`src/ptd_pkg.sv`:
```
// Shared types and constants for the pulse trigger with dead time block.
// Used by every module under src; depends on nothing else.
package ptd_pkg;

   localparam int CsrIndexWidth = 3;
   localparam int CsrDataWidth  = 16;

   localparam logic [CsrIndexWidth-1:0] CSR_TRIGGER_LEVEL = 3'd0;
   localparam logic [CsrIndexWidth-1:0] CSR_RELEASE_LEVEL = 3'd1;
   localparam logic [CsrIndexWidth-1:0] CSR_LEADER_MODE   = 3'd2;
   localparam logic [CsrIndexWidth-1:0] CSR_WAIT_BUDGET   = 3'd3;
   localparam logic [CsrIndexWidth-1:0] CSR_HOLDOFF_ITEMS = 3'd4;

   localparam logic [15:0] TRIGGER_LEVEL_RESET = 16'd32768;
   localparam logic [15:0] RELEASE_LEVEL_RESET = 16'd16384;
   localparam logic        LEADER_MODE_RESET   = 1'b0;
   localparam logic [15:0] WAIT_BUDGET_RESET   = 16'd3;
   localparam logic [7:0]  HOLDOFF_ITEMS_RESET = 8'd2;

   typedef enum logic [2:0] {
      PH_IDLE = 3'b001,
      PH_HOLD = 3'b010,
      PH_WAIT = 3'b100
   } phase_type;

   typedef struct packed {
      logic [15:0] trigger_level;
      logic [15:0] release_level;
      logic        leader_mode;
      logic [15:0] wait_budget;
      logic [7:0]  holdoff_items;
   } cfg_type;

   typedef struct packed {
      logic [11:0] pulse_sample;
      logic [11:0] temp_sample;
      logic        coinc_level;
      logic [31:0] now_ms;
   } req_type;

   typedef struct packed {
      logic        event_valid;
      logic [31:0] event_time;
      logic [31:0] event_gap;
      logic [15:0] event_peak;
      logic [15:0] event_temp;
      logic [15:0] budget_left;
      logic        coinc_seen;
      logic        led_drive;
      logic        coinc_drive;
   } rsp_type;

endpackage

```
`src/ptd_csr.sv`:
```
// Configuration registers of the pulse trigger block.
// Depends on ptd_pkg for register indexes, reset values and cfg_type.
module ptd_csr
   import ptd_pkg::*;
(
   input  logic                     clock,
   input  logic                     reset,
   input  logic                     csr_wr_en,
   input  logic [CsrIndexWidth-1:0] csr_index,
   input  logic [CsrDataWidth-1:0]  csr_wdata,
   output cfg_type                  cfg
);

   cfg_type cfg_ff, cfg_in;

   always_comb begin
      cfg_in = cfg_ff;
      if (csr_wr_en) begin
         case (csr_index)
            CSR_TRIGGER_LEVEL: cfg_in.trigger_level = csr_wdata;
            CSR_RELEASE_LEVEL: cfg_in.release_level = csr_wdata;
            CSR_LEADER_MODE:   cfg_in.leader_mode   = csr_wdata[0];
            CSR_WAIT_BUDGET:   cfg_in.wait_budget   = csr_wdata;
            CSR_HOLDOFF_ITEMS: cfg_in.holdoff_items = csr_wdata[7:0];
            default:           cfg_in = cfg_ff;
         endcase
      end
   end

   always_ff @(posedge clock) begin
      if (reset) begin
         cfg_ff.trigger_level <= TRIGGER_LEVEL_RESET;
         cfg_ff.release_level <= RELEASE_LEVEL_RESET;
         cfg_ff.leader_mode   <= LEADER_MODE_RESET;
         cfg_ff.wait_budget   <= WAIT_BUDGET_RESET;
         cfg_ff.holdoff_items <= HOLDOFF_ITEMS_RESET;
      end else begin
         cfg_ff <= cfg_in;
      end
   end

   assign cfg = cfg_ff;

endmodule

```
`src/ptd_input_stage.sv`:
```
// Input register of the pulse trigger block: holds one request beat.
// Depends on ptd_pkg for req_type.
module ptd_input_stage
   import ptd_pkg::*;
(
   input  logic    clock,
   input  logic    reset,
   input  logic    req_valid,
   input  req_type req_data,
   output logic    req_stall,
   input  logic    down_ready,
   output logic    item_valid,
   output req_type item_data
);

   logic    vld_ff, vld_in;
   req_type data_ff;

   assign req_stall = vld_ff && !down_ready;
   assign vld_in    = req_stall ? vld_ff : req_valid;

   always_ff @(posedge clock) begin
      if (reset) begin
         vld_ff <= 1'b0;
      end else begin
         vld_ff <= vld_in;
      end
   end

   always_ff @(posedge clock) begin
      if (req_valid && !req_stall) begin
         data_ff <= req_data;
      end
   end

   assign item_valid = vld_ff;
   assign item_data  = data_ff;

endmodule

```
`src/ptd_core.sv`:
```
// Trigger state machine and event record build for one item per cycle, advancing only on fire.
// Depends on ptd_pkg for phase_type, cfg_type, req_type and rsp_type.
module ptd_core
   import ptd_pkg::*;
(
   input  logic    clock,
   input  logic    reset,
   input  cfg_type cfg,
   input  logic    fire,
   input  req_type item,
   output rsp_type result
);

   phase_type   phase_ff, phase_in;
   logic [7:0]  holdoff_left_ff, holdoff_left_in;
   logic [15:0] budget_count_ff, budget_count_in;
   logic        coinc_latch_ff, coinc_latch_in;
   logic [31:0] trigger_time_ff, trigger_time_in;
   logic [31:0] last_event_time_ff, last_event_time_in;
   logic [11:0] trigger_sample_ff, trigger_sample_in;
   logic [15:0] scaled;
   logic        done;
   logic        busy;

   assign scaled = {item.pulse_sample, 4'b0000};

   always_comb begin
      phase_in           = phase_ff;
      holdoff_left_in    = holdoff_left_ff;
      budget_count_in    = budget_count_ff;
      coinc_latch_in     = coinc_latch_ff;
      trigger_time_in    = trigger_time_ff;
      last_event_time_in = last_event_time_ff;
      trigger_sample_in  = trigger_sample_ff;
      done               = 1'b0;

      case (phase_ff)
         PH_HOLD: begin
            if (holdoff_left_ff != 8'd0) begin
               holdoff_left_in = holdoff_left_ff - 8'd1;
            end
            if (holdoff_left_in == 8'd0) begin
               phase_in = PH_WAIT;
            end
         end
         PH_WAIT: begin
            if (scaled > cfg.release_level) begin
               if (cfg.leader_mode && !coinc_latch_ff) begin
                  coinc_latch_in = item.coinc_level;
               end
               if (budget_count_ff == 16'd0) begin
                  done = 1'b1;
               end else begin
                  budget_count_in = budget_count_ff - 16'd1;
               end
            end else begin
               done = 1'b1;
            end
         end
         default: begin
            phase_in = PH_IDLE;
            if (scaled > cfg.trigger_level) begin
               trigger_time_in   = item.now_ms;
               trigger_sample_in = item.pulse_sample;
               coinc_latch_in    = cfg.leader_mode ? item.coinc_level : 1'b0;
               budget_count_in   = cfg.wait_budget;
               holdoff_left_in   = cfg.holdoff_items;
               phase_in          = (cfg.holdoff_items == 8'd0) ? PH_WAIT : PH_HOLD;
            end
         end
      endcase

      result = '0;
      if (done) begin
         result.event_valid = 1'b1;
         result.event_time  = trigger_time_in;
         result.event_gap   = trigger_time_in - last_event_time_ff;
         result.event_peak  = {trigger_sample_in, 4'b0000};
         result.event_temp  = {item.temp_sample, 4'b0000};
         result.budget_left = budget_count_in;
         result.coinc_seen  = coinc_latch_in;
         last_event_time_in = trigger_time_in;
         phase_in           = PH_IDLE;
      end

      busy               = (phase_in != PH_IDLE);
      result.led_drive   = busy;
      result.coinc_drive = busy && !cfg.leader_mode;
   end

   always_ff @(posedge clock) begin
      if (reset) begin
         phase_ff           <= PH_IDLE;
         holdoff_left_ff    <= '0;
         budget_count_ff    <= '0;
         coinc_latch_ff     <= 1'b0;
         trigger_time_ff    <= '0;
         last_event_time_ff <= '0;
         trigger_sample_ff  <= '0;
      end else if (fire) begin
         phase_ff           <= phase_in;
         holdoff_left_ff    <= holdoff_left_in;
         budget_count_ff    <= budget_count_in;
         coinc_latch_ff     <= coinc_latch_in;
         trigger_time_ff    <= trigger_time_in;
         last_event_time_ff <= last_event_time_in;
         trigger_sample_ff  <= trigger_sample_in;
      end
   end

endmodule

```
`src/ptd_output_stage.sv`:
```
// Result register of the pulse trigger block: holds one response beat.
// Depends on ptd_pkg for rsp_type.
module ptd_output_stage
   import ptd_pkg::*;
(
   input  logic    clock,
   input  logic    reset,
   input  logic    item_valid,
   input  rsp_type result,
   output logic    ready,
   output logic    fire,
   output logic    rsp_valid,
   output rsp_type rsp_data,
   input  logic    rsp_stall
);

   logic    vld_ff, vld_in;
   rsp_type data_ff;

   assign ready  = !vld_ff || !rsp_stall;
   assign fire   = item_valid && ready;
   assign vld_in = ready ? item_valid : vld_ff;

   always_ff @(posedge clock) begin
      if (reset) begin
         vld_ff <= 1'b0;
      end else begin
         vld_ff <= vld_in;
      end
   end

   always_ff @(posedge clock) begin
      if (fire) begin
         data_ff <= result;
      end
   end

   assign rsp_valid = vld_ff;
   assign rsp_data  = data_ff;

endmodule

```
`src/pulse_trigger_with_dead_time_unit.sv`:
```
// Pulse trigger with dead time: threshold discriminator over a 12-bit detector
// stream. Each request beat gives exactly one response beat carrying LED and
// follower drive levels, plus an event record when the beat ends an event.
// One beat is taken every cycle while the response side does not stall. The input register
// captures a beat at the edge that takes it; the combinational state update then feeds the
// result register, which captures its response together with the state registers when the
// output stage fires. A stalled response holds the input register and stalls the
// request side in the same cycle. Write configuration only while no beat is in flight.
module pulse_trigger_with_dead_time_unit
   import ptd_pkg::*;
(
   input  logic                     clock,
   input  logic                     reset,
   input  logic                     req_valid,
   input  req_type                  req_data,
   output logic                     req_stall,
   output logic                     rsp_valid,
   output rsp_type                  rsp_data,
   input  logic                     rsp_stall,
   input  logic                     csr_wr_en,
   input  logic [CsrIndexWidth-1:0] csr_index,
   input  logic [CsrDataWidth-1:0]  csr_wdata
);

   cfg_type cfg;
   logic    item_valid;
   req_type item_data;
   logic    down_ready;
   logic    fire;
   rsp_type result;

   ptd_csr u_csr (
      .clock     (clock),
      .reset     (reset),
      .csr_wr_en (csr_wr_en),
      .csr_index (csr_index),
      .csr_wdata (csr_wdata),
      .cfg       (cfg)
   );

   ptd_input_stage u_input (
      .clock      (clock),
      .reset      (reset),
      .req_valid  (req_valid),
      .req_data   (req_data),
      .req_stall  (req_stall),
      .down_ready (down_ready),
      .item_valid (item_valid),
      .item_data  (item_data)
   );

   ptd_core u_core (
      .clock  (clock),
      .reset  (reset),
      .cfg    (cfg),
      .fire   (fire),
      .item   (item_data),
      .result (result)
   );

   ptd_output_stage u_output (
      .clock      (clock),
      .reset      (reset),
      .item_valid (item_valid),
      .result     (result),
      .ready      (down_ready),
      .fire       (fire),
      .rsp_valid  (rsp_valid),
      .rsp_data   (rsp_data),
      .rsp_stall  (rsp_stall)
   );

endmodule
```
`config.mk`:
```
export PLATFORM = sky130hd
export DESIGN_NAME = pulse_trigger_with_dead_time_unit
export DESIGN_NICKNAME = d
export VERILOG_FILES = /design/src/ptd_pkg.sv /design/src/ptd_csr.sv /design/src/ptd_input_stage.sv /design/src/ptd_core.sv /design/src/ptd_output_stage.sv /design/src/pulse_trigger_with_dead_time_unit.sv
export SDC_FILE = /design/constraint.sdc
export NUM_CORES = 1
export LEC_CHECK = 0
export BUFFER_PORTS_ARGS = -buffer_cell sky130_fd_sc_hd__buf_4
export CAP_MARGIN = 10
export CORE_MARGIN = 8
export CORE_UTILIZATION = 40
export CTS_BUF_LIST = sky130_fd_sc_hd__clkbuf_16
export DETAILED_ROUTE_END_ITERATION = 10
export HOLD_SLACK_MARGIN = 0.08
export PLACE_DENSITY_LB_ADDON = 0.25
export SYNTH_ARGS = -nofsm -noshare
export SYNTH_HDL_FRONTEND = slang
export SYNTH_HIERARCHICAL = 1
export SYNTH_SLANG_ARGS = --single-unit
```
`constraint.sdc`:
```
create_clock -name clock -period 5.2 [get_ports clock]
set_clock_uncertainty 0.2 [all_clocks]
set_input_delay 0.26 -clock clock [delete_from_list [all_inputs] [get_ports clock]]
set_output_delay 0.26 -clock clock [all_outputs]
set_load 0.02 [all_outputs]
```
Word-level counts from Yosys, hierarchy flattened
Cells that the tools add are included.
- add/subtract/negate cells: 3
- magnitude comparators: 2
- equal/unequal tests: 7
- mux-type cells: 26
- bitwise gates (word level): 1
- reductions and logical operators: 26
- operators by type and width (kind ; number):
    2-to-1 mux 114 bit ; 1
    2-to-1 mux 32 bit ; 2
    2-to-1 mux 16 bit ; 3
    > comparator 16 bit ; 2
    one-hot mux 16 bit (2 select lines) ; 1
    subtractor 32 bit ; 1
    2-to-1 mux 12 bit ; 2
    2-to-1 mux 8 bit ; 3
    logical NOT 16 bit ; 1
    logical NOT 8 bit ; 2
    one-hot mux 8 bit (2 select lines) ; 1
    subtractor 16 x 1 -> 16 bit, second input constant ; 1
    2-to-1 mux 3 bit ; 4
    AND reduction 2 bit ; 6
    equality test 3 x 2 -> 1 bit, second input constant ; 3
    nonzero test 8 bit ; 1
    subtractor 8 x 1 -> 8 bit, second input constant ; 1
    2-to-1 mux 1 bit ; 7
    equality test 3 bit, second input constant ; 2
    logical NOT 1 bit ; 6
    one-hot mux 3 bit (2 select lines) ; 1
    logical AND 1 bit ; 5
    equality test 3 x 1 -> 1 bit, second input constant ; 1
    logical NOT 3 bit ; 1
    7 further kinds ; 7
- bits in registers: 336
- bits of input ports: 81
- output and inout port bits: 118

Logic depth before layout (Yosys ltp)
Gate-level depths: netlist of run 1.
- word-level depth: 9
- depth in mapped cells: 21

By module
The synthesis of run 1 kept the hierarchy.
- modules (own cells, without submodules) (module ; instances ; cells each ; area each (um^2)):
    ptd_core ; 1 ; 1077 ; 8091.5
    ptd_output_stage ; 1 ; 121 ; 3522.1
    ptd_csr ; 1 ; 215 ; 2344.7
    ptd_input_stage ; 1 ; 61 ; 1761.7

Worst setup path after synthesis of run 1
No wires, ideal clock.
- path type: register to register
- start: register u_input.data_ff, in the netlist u_input/item_data[56]
- end: register u_output.data_ff, in the netlist u_output/rsp_data[79], data pin
- library setup time: 266 ps
- arrival: 4341 ps
- required time: 4734 ps
- setup slack: 393 ps
- stages on the path, launching flop included: 20
- path buffers: 1
- cells stage by stage: edfxtp_1 -> ha_1 -> nand3_1 -> nor3_1 -> and3_1 -> or2_2 -> nor2_1 -> buf_4 -> mux2i_1 -> ha_1 -> inv_1 -> fa_1 -> a21o_1 -> a221o_1 -> a41oi_2 -> nand3b_2 -> a2111o_1 -> a41oi_2 -> xor2_1 -> nor2_1
- cells in the longest elaborated chain, start to end: 4
- elaborated cells on any way between the ends: 7
- those cells by class: 1 x add/sub; 2 x order compare; 4 x mux
- RTL lines (what ; line ; RTL):
    start: declaration ; ptd_input_stage.sv:17 ; req_type data_ff;
    start signal: assignment ; ptd_input_stage.sv:32 ; data_ff <= req_data;
    > comparator 16 bit ; ptd_core.sv:62 ; if (scaled > cfg.trigger_level) begin
    2-to-1 mux 32 bit ; ptd_core.sv:62 ;
    2-to-1 mux 32 bit ; ptd_core.sv:37 ; case (phase_ff)
    subtractor 32 bit ; ptd_core.sv:77 ; result.event_gap = trigger_time_in - last_event_time_ff;
    end signal: assignment ; ptd_output_stage.sv:34 ; data_ff <= result;
    end: declaration ; ptd_output_stage.sv:18 ; rsp_type data_ff;
Several ways; a longest one is shown, not always the timed one.
A chain may end at the register's enable or synchronous reset.

Final worst setup path of run 1
- start: register u_input.data_ff, in the netlist u_input/item_data[50]
- end: register u_output.data_ff, in the netlist u_output/rsp_data[79], data pin
The elaborated chain is that of the path after synthesis.

==> results.sh, run 1 <==
export IMPL_finalHoldViolCount=0
export IMPL_pwr_share_comb_pct=16.4
export IMPL_overflow=0
export IMPL_crit_path_end_kind="register"
export IMPL_p_leak_nw=7.92
export IMPL_drv_slew=0
export IMPL_grtUsageTotal_pct=17.2
export IMPL_drv_cap=0
export IMPL_grt_pass1_wl_um=64600
export IMPL_chipWidth_um=214
export IMPL_status="completed"
export IMPL_p_total_mw=6.69
export IMPL_layout_drive_gt1_share_pct=19.5
export IMPL_fmax_mhz=199
export IMPL_synth_edff_count=173
export IMPL_worstHoldPathType="primary input to register"
export IMPL_cts_htree_levels=2
export IMPL_fillerInstances=3531
export IMPL_synth_area_um2=15700
export IMPL_antenna_found_initial=0
export IMPL_placed_area_um2=17700
export IMPL_synth_flop_cell="edfxtp_1"
export IMPL_core_um2=38700
export IMPL_timing_rr_end="u_output/rsp_data[79]"
export IMPL_p_int_mw=4.94
export IMPL_cts_buffers=39
export IMPL_start_util_pct=40.6
export IMPL_cp_start_kind="register"
export IMPL_synth_cell_types=85
export IMPL_clk_pin_slew_worst_paths_ps=60
export IMPL_p_seq_share_pct=44.1
export IMPL_worst_pin_slew_ps=1050
export IMPL_syn_avg_cell_area_um2=10.7
export IMPL_area_growth_pct=26.6
export IMPL_p_switching_mw=1.75
export IMPL_insertion_delay_ps=540
export IMPL_io_pins=199
export IMPL_worstSetupPathType="register to register"
export IMPL_post_drt_wl_per_cell_um=17.7
export IMPL_fin_ws_ps=178
export IMPL_grt_pass1_vias=11534
export IMPL_dieArea_um2=45900
export IMPL_async_reset_ff_share_pct=0
export IMPL_drt_iter0_drc=809
export IMPL_swShare_pct=26.2
export IMPL_cp_arrival_ps=5090
export IMPL_gp_congestion=0.862
export IMPL_fin_area_um2=19900
export IMPL_final_cell_mix="230 x buf_4, 190 x nor2_1, 173 x edfxtp_1"
export IMPL_path_max_fanout=4
export IMPL_r2r_slack_ps=180
export IMPL_grt_max_degree=148
export IMPL_nNetsFinal=1898
export IMPL_first_pass_iters=5
export IMPL_finalCriticalPeriod_ps=5020
export IMPL_synthCells=1474
export IMPL_ant_nets=0
export IMPL_die_h_um=214
export IMPL_cts_tree="built"
export IMPL_slew_headroom_pct=30.3
export IMPL_clock_path_buffers=3
export IMPL_worstRegToRegCells=19
export IMPL_r2r_start="u_input/item_data[50]"
export IMPL_routed_wl_um=40700
export IMPL_yosysSeqAreaShare_pct=53.8
export IMPL_finalCritPeriodShare_pct=96.6
export IMPL_cts_sinks=336
export IMPL_hpwl_um=28100
export IMPL_startpoint="u_input/item_data[50]"
export IMPL_routed_via_density=5.05
export IMPL_route_detailed_drc=0
export IMPL_endpoint="u_output/rsp_data[79]"
export IMPL_row_count=72
export IMPL_synth_seq_cells=336
export IMPL_vdd_drop_max_mv=0.204
export IMPL_portBuffers=198
export IMPL_pre_cts_ws_ps=77.3
export IMPL_cp_required_ps=5260
export IMPL_p_clk_share_pct=39.5
export IMPL_diodes=0
export IMPL_cts_root_buffer="clkbuf_16"
export IMPL_powerDensity_nw_per_um2=336
export IMPL_finalSetupViolCount=0
export IMPL_synth_warnings=6
export IMPL_vias=11636
export IMPL_final_common_cell="buf_4"
## registers in the layout (all words and copies together), names as in the netlist
name / count
u_core/holdoff_left_ff: 8
u_core/coinc_latch_ff: 1
u_core/trigger_time_ff: 32
u_input/item_data: 57
u_output/rsp_valid: 1
u_csr/cfg: 57
u_core/budget_count_ff: 16
u_core/trigger_sample_ff: 12
u_output/rsp_data: 116
u_core/last_event_time_ff: 32
u_input/item_valid: 1
u_core/phase_ff: 3
## layer usage
layer	part of all wire [%]	wire, um	vias to the layer above	global-route usage, %
met4	2.3	932	0	5.58
met1	47	19200	5496	23.8
met5	0	0	-	0
met2	45	18300	300	26.7
li1	-	-	5785	-
met3	5.7	2340	55	3.60
## how the worst min path moves through the flow
stage	cells past startpoint	from	end
after floorplan	1	reset	u_output/rsp_valid
final	2	reset	u_output/rsp_valid
after detailed placement	1	req_data[6]	u_input/item_data[6]
after CTS	2	reset	u_core/last_event_time_ff[31]
after global routing	2	reset	u_output/rsp_valid
after global placement	1	req_data[22]	u_input/item_data[22]
## area by class of cell
class                      instances  area, um2  share of cell area (%)
clock inverter                    30        205                    1.03
tap                              518        648                    3.26
inverter                         103        389                    1.95
clock buffer                      41       1030                    5.15
multi-input combinational        959       6550                    32.9
timing repair buffer             318       2630                    13.2
sequential                       336       8460                    42.5
## power by group through the flow
stage | clock network [mW] | registers, mW | logic, mW
3_5_place_dp | 0 | 3.01 | 1.02
4_1_cts | 2.72 | 2.95 | 1.08
3_3_place_gp | 0 | 3.00 | 1.02
6_report | 2.64 | 2.95 | 1.10
2_1_floorplan | 0 | 3.04 | 0.660
5_1_grt | 2.82 | 2.96 | 1.21
## repair_timing
action	in CTS	in global routing
setup endpoints to repair	0	12
gates resized for setup	0	16
hold buffers	84	0
hold endpoints to repair	124	0
buffers inserted	0	3
## metrics by stage
stage / instances / util [%] / TNS [ps] / hold slack, ps
2_1_floorplan: 1481 / - / 0 / 132
3_3_place_gp: 2147 / 45.8 / 0 / 238
3_5_place_dp: 2147 / 45.8 / 0 / 239
4_1_cts: 2302 / 51.1 / 0 / 125
5_1_grt: 2305 / 51.4 / -14.1 / 162
6_report: 2305 / 51.4 / 0 / 117
## worst max-delay path, stage by stage (launching register included)
cell	delay, ps
edfxtp_1	430
ha_1	320
nand3_1	130
nor3_2	70
and3_2	210
or2_2	340
nor2_4	130
buf_12	130
mux2i_2	220
ha_1	170
inv_1	50
fa_1	400
a21o_1	220
a221o_1	400
a41oi_2	290
nand3b_4	130
a2111o_1	480
a41oi_2	210
xor2_1	160
nor2_1	50
## cells in the mapped netlist, drive strengths merged, types with 5 or more instances
master  count  share of area, %
and2       37               1.5
inv       103               2.5
a211oi     77               4.6
dfxtp     163                21
mux2i      90               5.7
and3        6              0.24
a21o       24               1.2
a21oi      63               2.0
buf        28               1.3
nand3      24              0.76
xnor2      17              0.95
nand4       6              0.24
a221oi      6              0.37
a311oi      5              0.28
o21ai      41               1.4
nand2b     75               3.0
nand2      79               1.9
xor2       10              0.56
clkbuf     55               1.3
a22oi       5              0.24
edfxtp    173                33
o21a        9              0.43
nor2      191               4.6
o211ai      7              0.33
nor3b       7              0.37
nor2b       6              0.29
nor4       12              0.52
ha         59               4.7
nor3       23              0.73
## cells by family (layout without fill, tap and decap cells)
| group | after synthesis | after routing | synth area share [%] |
|---|---|---|---|
| AOI/OAI and AO/OA | 283 | 283 | 13.4 |
| muxes | 90 | 90 | 5.73 |
| xor gates and xnor gates | 27 | 27 | 1.50 |
| DFF | 336 | 336 | 53.8 |
| buffers and inverters | 186 | 492 | 5.13 |
| and+or+nand+nor | 491 | 491 | 15.6 |
| other | 1 | 8 | 0.0239 |
| adders and majority gates | 60 | 60 | 4.82 |
(Power assumes the default switching activity.)
==> run 2: changes to the inputs <==
Settings changed: BUFFER_PORTS_ARGS -buffer_cell sky130_fd_sc_hd__buf_4 to -buffer_cell sky130_fd_sc_hd__buf_2.
==> results.sh, run 2 (same netlist as run 1, synthesis figures left out) <==
export IMPL_final_common_cell="buf_2"
export IMPL_finalCriticalPeriod_ps=5000
export IMPL_nNetsFinal=1906
export IMPL_p_clk_share_pct=38.4
export IMPL_grt_max_degree=91
export IMPL_routed_wl_um=40400
export IMPL_cts_htree_levels=2
export IMPL_largest_reg_flops=116
export IMPL_finalSetupViolCount=0
export IMPL_max_stage_delay_ps=470
export IMPL_die_h_um=214
export IMPL_met3WireLength_um=2430
export IMPL_stdcell_count=2312
export IMPL_routed_via_density=5.02
export IMPL_antenna_found_initial=0
export IMPL_clk_pin_slew_worst_paths_ps=60
export IMPL_portBuffers=198
export IMPL_post_drt_wl_per_cell_um=17.5
export IMPL_cts_sinks=336
export IMPL_postLayoutCoreUtil_pct=50.2
export IMPL_fin_area_um2=19400
export IMPL_vias=11601
export IMPL_start_util_pct=40.6
export IMPL_p_total_mw=6.51
export IMPL_worst_pin_slew_ps=981
export IMPL_ant_nets=0
export IMPL_grt_pass1_wl_um=64000
export IMPL_clock_path_buffers=3
export IMPL_final_cell_mix="197 x buf_2, 190 x nor2_1, 173 x edfxtp_1"
export IMPL_fin_ws_ps=199
export IMPL_worstSetupPathType="register to register"
export IMPL_first_pass_iters=5
export IMPL_route_detailed_drc=0
export IMPL_grt_pass1_vias=11402
export IMPL_worstHoldPathType="primary input to register"
export IMPL_cp_start_kind="register"
export IMPL_cts_root_buffer="clkbuf_16"
export IMPL_p_int_mw=4.80
export IMPL_wl_met2_um=18400
export IMPL_fin_tns_setup_ps=0
export IMPL_vdd_drop_max_mv=0.244
export IMPL_cp_slowest_cell="a2111o_1"
export IMPL_dieArea_um2=45900
export IMPL_drv_cap=0
export IMPL_finalCritPeriodShare_pct=96.2
export IMPL_insertion_delay_ps=540
export IMPL_drt_iter0_drc=762
export IMPL_cp_required_ps=5260
export IMPL_cts_tree="built"
export IMPL_overflow=0
export IMPL_path_max_fanout=10
export IMPL_cts_buffers=38
export IMPL_highest_layer="met4"
export IMPL_core_um2=38700
export IMPL_place_inst=2148
export IMPL_pre_cts_ws_ps=81.1
export IMPL_status="completed"
export IMPL_fmax_mhz=200
export IMPL_swShare_pct=26.2
export IMPL_diodes=0
export IMPL_chipWidth_um=214
export IMPL_crit_chain="ha_1 > nand3_2 > nor3_2 > and3_4 > or2_2 > nor2_4 > buf_12 > buf_8 > mux2i_1 > inv_1 > ha_1 > and3_1 > a221o_1 > a41oi_2 > nand3b_4 > a2111o_1 > a41oi_2 > xor2_1 > nor2_1"
export IMPL_whs_ps=228
export IMPL_p_seq_share_pct=45.3
export IMPL_cp_arrival_ps=5060
export IMPL_placed_area_um2=17300
export IMPL_fillerInstances=3564
export IMPL_grtUsageTotal_pct=17.1
export IMPL_gp_congestion=0.873
export IMPL_p_leak_nw=7.77
export IMPL_area_growth_pct=23.7
export IMPL_io_pins=199
export IMPL_drv_slew=0
export IMPL_pwr_share_comb_pct=16.4
export IMPL_finalHoldViolCount=0
export IMPL_row_count=72
export IMPL_layout_drive_gt1_share_pct=19.2
export IMPL_met1_length_um=19000
export IMPL_crit_path_end_kind="register"
export IMPL_p_switching_mw=1.71
export IMPL_slew_headroom_pct=34.6
export IMPL_powerDensity_nw_per_um2=335
export IMPL_hpwl_um=27800
## run 2: changes by cell type in the layout (fill, tap and decap cells not counted), sizes merged
cell	before	now
clkinvlp	1	0
bufinv	3	1
clkinv	13	15
inv	116	115
buf	234	238
clkbuf	41	42
dlygate4sd3	84	88
## run 2: power by group through the flow
stage	Combinational, mW	Sequential [mW]	Clock [mW]
floorplan	0.660	3.04	0
global placement	0.978	3.00	0
detailed placement	0.983	3.00	0
CTS	1.04	2.95	2.57
global route	1.18	2.96	2.68
finish	1.07	2.95	2.50
## run 2: layer usage
layer	GRT usage, %	vias up
met1	23.3	5494
met4	3.52	0
met5	0	-
met3	4.44	44
met2	27.0	273
li1	-	5790
## run 2: worst max-delay path, delay by kind of cell, from the launching register on
family | cells | cell delay [ps]
xor gates and xnor gates | 1 | 160
muxes | 1 | 260
buffers and inverters | 3 | 370
and+or+nand+nor | 8 | 1230
AOI/OAI and AO/OA | 4 | 1360
DFF | 1 | 420
adders and majority gates | 2 | 690
## run 2: path summary, 6_finish.rpt
check / cells past startpoint / slack (ps) / from / endpoint
min: 2 / 230 / req_data[20] / u_input/item_data[20]
min reg2reg: 2 / 250 / u_core/trigger_sample_ff[7] / u_core/trigger_sample_ff[7]
max reg2reg: 19 / 200 / u_input/item_data[56] / u_output/rsp_data[79]
max: 19 / 200 / u_input/item_data[56] / u_output/rsp_data[79]
## run 2: area by class of cell
type                    count  area, um2  area share (%)
clock buffers              41       1030            5.28
clock inverters            28        136           0.701
inverters                 103        389            2.00
multi-input cells         959       6550            33.7
flip-flops and latches    336       8460            43.5
well taps                 518        648            3.33
repair buffers            327       2240            11.5
## run 2: what timing repair did
item	CTS	global route
hold endpoints to repair	134	0
buffers inserted	0	6
gates resized for setup	0	12
hold buffers	88	0
setup endpoints to repair	0	13
